## config.mk

```make
export PLATFORM = sky130hd
export DESIGN_NAME = cms_ctrl
export DESIGN_NICKNAME = d
export VERILOG_FILES = /design/src/design/cms_pkg.sv /design/src/design/cms_ctrl.sv
export SDC_FILE = /design/constraint.sdc
export NUM_CORES = 1
export LEC_CHECK = 0
export BUFFER_PORTS_ARGS = -buffer_cell sky130_fd_sc_hd__buf_2
export CORE_AREA = 2 2 39 41
export DETAILED_ROUTE_END_ITERATION = 12
export DIE_AREA = 0 0 41 43
export GPL_ROUTABILITY_DRIVEN = 1
export SYNTH_ARGS = -nofsm -noshare
export SYNTH_HDL_FRONTEND = slang
export SYNTH_SLANG_ARGS = --single-unit
```

## constraint.sdc

```tcl
create_clock -name clock -period 1.7 [get_ports clock]
set_input_delay 0.085 -clock clock [delete_from_list [all_inputs] [get_ports clock]]
set_output_delay 0.085 -clock clock [all_outputs]
set_load 0.01 [all_outputs]
```

## src/design/cms_pkg.sv

```systemverilog
// ----------------------------------------------------------------------------
// cms_pkg: shared types and codes for the count-min sketch
// Request codes, controller states and the command/status structs that run
// between the controller and the datapath.
// ----------------------------------------------------------------------------
`default_nettype none
package cms_pkg;
   localparam int HASH_FIELDS = 4;
   localparam int HASH_BITS   = 32;
   localparam int CFG_BITS    = 11;
   localparam int EST_BITS    = 32;

   typedef enum logic [1:0] {
      REQ_INC   = 2'd0,
      REQ_QUERY = 2'd1,
      REQ_CLEAR = 2'd2,
      REQ_NOP   = 2'd3
   } req_code_type;

   typedef enum logic [3:0] {
      ST_CLEAR,
      ST_IDLE,
      ST_MOD,
      ST_RD,
      ST_RDWAIT,
      ST_WR,
      ST_OUT
   } state_type;

   typedef struct packed {
      logic load;       // capture request, start modulo units
      logic clr_start;  // reset sweep address
      logic clr_step;   // write zero at sweep address, advance
      logic rd_start;   // reset row pointer, preset minimum
      logic rd_issue;   // read current row, advance
      logic wr_start;   // reset row pointer for write pass
      logic wr_step;    // conditional write of current row, advance
      logic res_load;   // load result register
   } cmd_type;

   typedef struct packed {
      logic mod_done;
      logic clr_last;
      logic row_last;
      logic rd_pending;
      logic is_inc;
      logic is_clear;
   } status_type;
endpackage
`default_nettype wire

```

## src/design/cms_ctrl.sv

```systemverilog
// ----------------------------------------------------------------------------
// cms_ctrl: sequencer for the sketch
// Clearing sweep, remainder wait, read pass, write pass, result handoff.
// ----------------------------------------------------------------------------
`default_nettype none
module cms_ctrl
   import cms_pkg::*;
(
   input  wire logic       clock,
   input  wire logic       reset,
   input  wire logic       req_tvalid,
   input  wire logic [1:0] req_type,
   output logic            req_tready,
   output logic            rsp_tvalid,
   input  wire logic       rsp_tready,
   output cmd_type         cmd,
   input  wire status_type status
);
   state_type state_ff, state_in;
   logic      full_ff, full_in;
   logic      take;

   always_ff @(posedge clock) begin
      if (reset) begin
         state_ff <= ST_CLEAR;
         full_ff  <= 1'b0;
      end else begin
         state_ff <= state_in;
         full_ff  <= full_in;
      end
   end

   always_comb begin
      state_in   = state_ff;
      cmd        = '0;
      req_tready = (state_ff == ST_IDLE);
      take       = req_tvalid && req_tready;
      full_in    = full_ff && !rsp_tready;
      case (state_ff)
         ST_CLEAR: begin
            cmd.clr_step = 1'b1;
            if (status.clr_last) begin
               state_in = ST_IDLE;
            end
         end
         ST_IDLE: begin
            if (take) begin
               cmd.load = 1'b1;
               if (req_type == REQ_CLEAR) begin
                  cmd.clr_start = 1'b1;
               end
               state_in = ST_MOD;
            end
         end
         ST_MOD: begin
            if (status.is_clear) begin
               state_in = ST_CLEAR;
               // clear answers at once; sweep follows with input held off
               cmd.res_load = 1'b1;
               if (full_ff && !rsp_tready) begin
                  state_in = ST_MOD;
                  cmd.res_load = 1'b0;
               end else begin
                  full_in = 1'b1;
               end
            end else if (status.mod_done) begin
               cmd.rd_start = 1'b1;
               state_in = ST_RD;
            end
         end
         ST_RD: begin
            cmd.rd_issue = 1'b1;
            if (status.row_last) begin
               state_in = ST_RDWAIT;
            end
         end
         ST_RDWAIT: begin
            if (!status.rd_pending) begin
               cmd.wr_start = 1'b1;
               state_in = status.is_inc ? ST_WR : ST_OUT;
            end
         end
         ST_WR: begin
            cmd.wr_step = 1'b1;
            if (status.row_last) begin
               state_in = ST_OUT;
            end
         end
         ST_OUT: begin
            if (!full_ff || rsp_tready) begin
               cmd.res_load = 1'b1;
               full_in = 1'b1;
               state_in = ST_IDLE;
            end
         end
         default: state_in = ST_IDLE;
      endcase
   end

   assign rsp_tvalid = full_ff;
endmodule
`default_nettype wire

```

# Word level (Yosys, flattened, before mapping)
# Index checks and enable logic that the tools add are counted.
[totals] regBits=5 latchBits=0 mem_bits_rw=0 mem_bits_ro=0 in_bits=12 output_inout_bits=10 elab_cells=52 mem_count=0
[op_classes] addsub=0 multipliers=0 div_mod_pow=0 n_lt_le_gt_ge=0 eq_ne=14 shift=0 muxes=29 n_bitwise=0 reduce_logical=7
[op_table] op="$mux 4" count=8
[op_table] op="$pmux 4 s7" count=1
[op_table] op="$mux 1" count=14
[op_table] op="$eq 4x3->1 const B" count=3
[op_table] op="$ne 2x2->1 const B" count=5
[op_table] op="$eq 4x2->1 const B" count=2
[op_table] op="$mux 2" count=4
[op_table] op="$reduce_and 7->1" count=1
[op_table] op="$eq 4x1->1 const B" count=1
[op_table] op="$logic_not 4->1" count=1
[op_table] op="$pmux 1 s2" count=2
[op_table] op="$ne 3x3->1 const B" count=1
[op_table] op="$eq 2x2->1 const B" count=1
[op_table] op="$logic_and 1x1->1" count=2
[op_table] op="$logic_not 1->1" count=2
[op_table] op="$ne 2x1->1 const B" count=1
[op_table] op="$logic_or 1x1->1" count=1

# Depth between registers and ports, before layout
[depth] ltp_word=5 depth_mapped=6

# Worst setup path after synthesis
# Ideal clock, no wire load.
[synth_timing] path_kind="register -> register" start="register state_ff[1]" end="register state_ff[1]" setup_time_ns=0.072 t_arrival_ns=1.403 t_required_ns=1.628 setup_slack_ns=0.226 path_stages_with_launch=7 n_path_buf=1 synth_period_minus_slack_ns=1.474 cell_sequence="dfxtp_1 > buf_2 > inv_2 > ha_1 > a2111oi_2 > o31ai_1 > mux2i_1"
[synth_via] elab_chain_len=4 elab_cells_between_ends=17
[synth_lines] element="start, declared" line="cms_ctrl.sv:19" source="state_type state_ff, state_in;"
[synth_lines] element="start signal, assigned" line="cms_ctrl.sv:28" source="state_ff <= state_in;"
[synth_lines] element="$eq 4x1->1" line="cms_ctrl.sv:36, cms_ctrl.sv:39"
[synth_lines] element="$logic_and 1x1->1" line="cms_ctrl.sv:37" source="take = req_tvalid && req_tready;"
[synth_lines] element="$ne 2x1->1 (no source line)"
[synth_lines] element="$reduce_and 7->1 (no source line)"
# Several ways; a longest one is shown, not always the timed one.
# A chain may end at the register's enable or synchronous reset.

==> insert_results.sql <==
INSERT INTO impl_metrics (metric_group, metric, value, unit) VALUES
('timing', 'fin_setup_tns', '0', 'ns'),
('layout', 'fillers', '150', ''),
('floorplanning', 'number_of_ports_placed_on_the_die_boundary', '22', ''),
('routing', 'dr_wl_cell', '11.3', 'um'),
('clock_tree', 'cts.sink_count', '4', ''),
('grt', 'grt_antenna_before_repair', '0', ''),
('setup_path', 'critPathLaunchType', 'register', ''),
('setup_path', 'path_delay_family', 'simple AND/OR/NAND/NOR gates', ''),
('clock_tree', 'ctsHoldBuffers', '0', ''),
('setup_path', 'cp-startpoint', 'state_ff[0]$_SDFFE_PP0P_', ''),
('placement', 'dp_hpwl', '809', 'um'),
('hold_path', 'hold_path_end', 'rsp_tvalid$_SDFF_PP0_', ''),
('clock_tree', 'cts.root.buffer_cell', 'sky130_fd_sc_hd__clkbuf_4', ''),
('logic_synthesis', 'synth_cell_types', '32', ''),
('clock_tree', 'cts_max_level', '1', ''),
('timing', 'grt_setup_unrepaired', 'false', ''),
('routing', 'drt-total-wl', '1020', 'um'),
('floorplanning', 'fp.dieH', '43', 'um'),
('timing', 'tightestPinTransition', '0.285', 'ns'),
('setup_path', 'r2r_slack', '0.28', 'ns'),
('clock_tree', 'numCtsBuffers', '3', ''),
('hold_path', 'worst_hold_startpoint', 'reset', ''),
('job', 'maxCapViolations', '0', ''),
('logic_synthesis', 'synthesis.instances', '52', ''),
('logic_synthesis', 'synth-warning-count', '0', ''),
('pwr', 'power.density_cell_area', '1200', 'nW/um^2'),
('timing', 'worst_case_clock_skew', '0.00248', 'ns'),
('logic_synthesis', 'syn-num-nets', '65', ''),
('timing', 'setup_viol_count_final', '0', ''),
('routing', 'drt_drc_violations_left', '0', ''),
('routing', 'num_vias', '454', ''),
('clock_tree', 'clock_tree.buffer_depth', '2', ''),
('setup_path', 'number_of_logic_stages_on_the_critical_path_including_buffering', '5', ''),
('grt', 'number_of_global_route_vias_before_repair', '395', ''),
('setup_path', 'timing.critical_path.arrival', '1.42', 'ns'),
('grt', 'global_route_usage_over_all_layers', '0.136', ''),
('logic_synthesis', 'post_synth_instance_area', '423', 'sq um'),
('clock_tree', 'tritoncts', 'built', ''),
('layout', 'diodes', '0', ''),
('placement', 'numPortBuffers', '21', ''),
('layout', 'layout.nets', '89', ''),
('setup_path', 'regToRegStartpoint', 'state_ff[2]$_SDFFE_PP0P_', ''),
('setup_path', 'critical_path.max_fanout', '10', ''),
('setup_path', 'r2r.worst_path.cells', '5', ''),
('timing', 'hold_viol', '0', ''),
('placement', 'finalWeightedCongestion', '0.865', ''),
('floorplanning', 'initial_core_util', '0.306', ''),
('timing', 'maximum_clock_frequency', '666', 'MHz'),
('clock_tree', 'cts_repair_resize_count', '0', ''),
('setup_path', 'max_stage_delay', '0.42', 'ns'),
('setup_path', 'cp_num_buf_inv', '2', ''),
('floorplanning', 'dieWidth', '41', 'um'),
('hold_path', 'hold_depth', '2', ''),
('setup_path', 'regToRegEndpoint', 'state_ff[2]$_SDFFE_PP0P_', ''),
('setup_path', 'worst_setup_path_end_kind', 'output port', ''),
('grt', 'grt_first_pass_wirelength', '1580', 'um'),
('outcome', 'outcome', 'finished, final reports clean', ''),
('logic_synthesis', 'synth-seq-area-share', '0.189', ''),
('pwr', 'worst_ir_drop_vdd', '0.000513', 'V'),
('placement', 'detailedPlace.worstSlack', '0.281', 'ns'),
('logic_synthesis', 'yosysTopAreaCellShare', '0.189', ''),
('routing', 'antenna_left', '0', ''),
('layout', 'finish.cell_count_without_fillers', '90', ''),
('setup_path', 'critical_path_required', '1.62', 'ns'),
('layout', 'flow.area_growth_from_synthesis', '32.0', '%'),
('routing', 'avgViaCountPerCell', '5.04', ''),
('setup_path', 'cp_cell_sequence', 'inv_2 > nor3_2 > and2_1 > and3b_1 > buf_2', ''),
('placement', 'numPlacedInstances', '87', ''),
('timing', 'timing.final.crit_share', '0.883', ''),
('logic_synthesis', 'post_synth.cell_area_avg', '8.13', 'sq um'),
('grt', 'pin_count_of_the_biggest_net_entering_global_routing', '12', '');
-- worst max path at each step --
| stage | endpoint | slack [ns] |
|---|---|---|
| final | cmd[6] | 0.20 |
| after global routing | cmd[6] | 0.06 |
| after global placement | state_ff[2]$_SDFFE_PP0P_ | 0.26 |
| after CTS | cmd[6] | 0.04 |
| after floorplan | state_ff[1]$_SDFFE_PP0P_ | 0.23 |
| after detailed placement | state_ff[2]$_SDFFE_PP0P_ | 0.28 |
-- logic make-up after synthesis --
logic type      share of synthesized area
simple gates                        0.349
xor+xnor                           0.0207
compound gates                      0.198
mux                                 0.118
flops                               0.189
buf+inv                            0.0947
fa+ha+maj                          0.0296
-- layer usage --
metal,track usage,wire length (um),vias up
li1,-,-,230
met1,0.147,443,207
met2,0.216,494,17
met3,0.0942,81,0
met4,0.0200,0,0
met5,0,0,-
-- worst register-to-register path, delay by kind of cell, from the launching register on --
kind                   cells  cell delay (ns)
buffers and inverters      1             0.20
AOI/OAI and AO/OA          2             0.34
and+or+nand+nor            1             0.19
muxes                      1             0.25
DFF                        1             0.36
-- cells in the final DEF, fill, tap and decap left out, drive strengths merged --
master,instances
or3,1
nor3b,1
clkbuf,3
a31o,1
and3,2
nand2,4
o21ai,4
o31ai,1
nor2,2
a211oi,1
inv,3
nor2b,2
mux2i,5
nor4b,1
a21oi,2
o221ai,1
and2,1
and2b,1
xnor2,1
buf,23
ha,1
nand2b,3
a2111oi,1
and3b,1
dfxtp,4
nor3,4
-- state kept, by name, indices dropped and copies added, names as in the netlist --
register,count
state_ff,3
rsp_tvalid,1
-- area by class of cell --
| cell class | instances | area [sq um] | area share |
|---|---|---|---|
| multi-input cells | 41 | 303 | 0.543 |
| clock buffers | 3 | 22.5 | 0.0404 |
| inverters | 3 | 11.3 | 0.0202 |
| flip-flops and latches | 4 | 81.3 | 0.146 |
| well taps | 16 | 20.0 | 0.0359 |
| repair buffers | 23 | 120 | 0.215 |
-- metrics by stage --
| step | area (sq um) | hold slack [ns] |
|---|---|---|
| floorplan | 423 | 0.154 |
| global placement | 534 | 0.286 |
| detailed placement | 534 | 0.292 |
| CTS | 557 | 0.0318 |
| global route | 558 | 0.0357 |
| finish | 558 | 0.0447 |
-- synth_stat cells --
master	n
sky130_fd_sc_hd__buf_4	1
sky130_fd_sc_hd__dfxtp_1	4
sky130_fd_sc_hd__nor3_1	3
sky130_fd_sc_hd__and2b_4	1
sky130_fd_sc_hd__nand2_1	4
sky130_fd_sc_hd__and3_2	1
sky130_fd_sc_hd__buf_6	1
sky130_fd_sc_hd__nor2_1	2
sky130_fd_sc_hd__and3_1	1
sky130_fd_sc_hd__nor3_2	1
sky130_fd_sc_hd__and2_1	1
sky130_fd_sc_hd__nor2b_1	2
sky130_fd_sc_hd__a2111oi_2	1
sky130_fd_sc_hd__xnor2_1	1
sky130_fd_sc_hd__o221ai_2	1
sky130_fd_sc_hd__o21ai_0	3
sky130_fd_sc_hd__buf_2	2
sky130_fd_sc_hd__inv_2	2
sky130_fd_sc_hd__a211oi_1	1
sky130_fd_sc_hd__nor3b_1	1
sky130_fd_sc_hd__a31o_1	1
sky130_fd_sc_hd__o31ai_1	1
sky130_fd_sc_hd__nand2b_1	2
sky130_fd_sc_hd__inv_1	1
sky130_fd_sc_hd__mux2i_1	5
sky130_fd_sc_hd__a21oi_1	2
sky130_fd_sc_hd__ha_1	1
sky130_fd_sc_hd__o21ai_1	1
sky130_fd_sc_hd__or3_1	1
sky130_fd_sc_hd__and3b_1	1
sky130_fd_sc_hd__nand2b_4	1
sky130_fd_sc_hd__nor4b_1	1
-- where the power goes --
group | leakage, nW | total [mW] | switching (mW) | internal [mW]
clock network | 0.0138 | 0.123 | 0.0436 | 0.0793
logic | 0.217 | 0.383 | 0.200 | 0.182
registers | 0.0329 | 0.165 | 0.0429 | 0.122
total | 0.264 | 0.671 | 0.287 | 0.384
No activity file was read; power rests on OpenSTA's default activity.
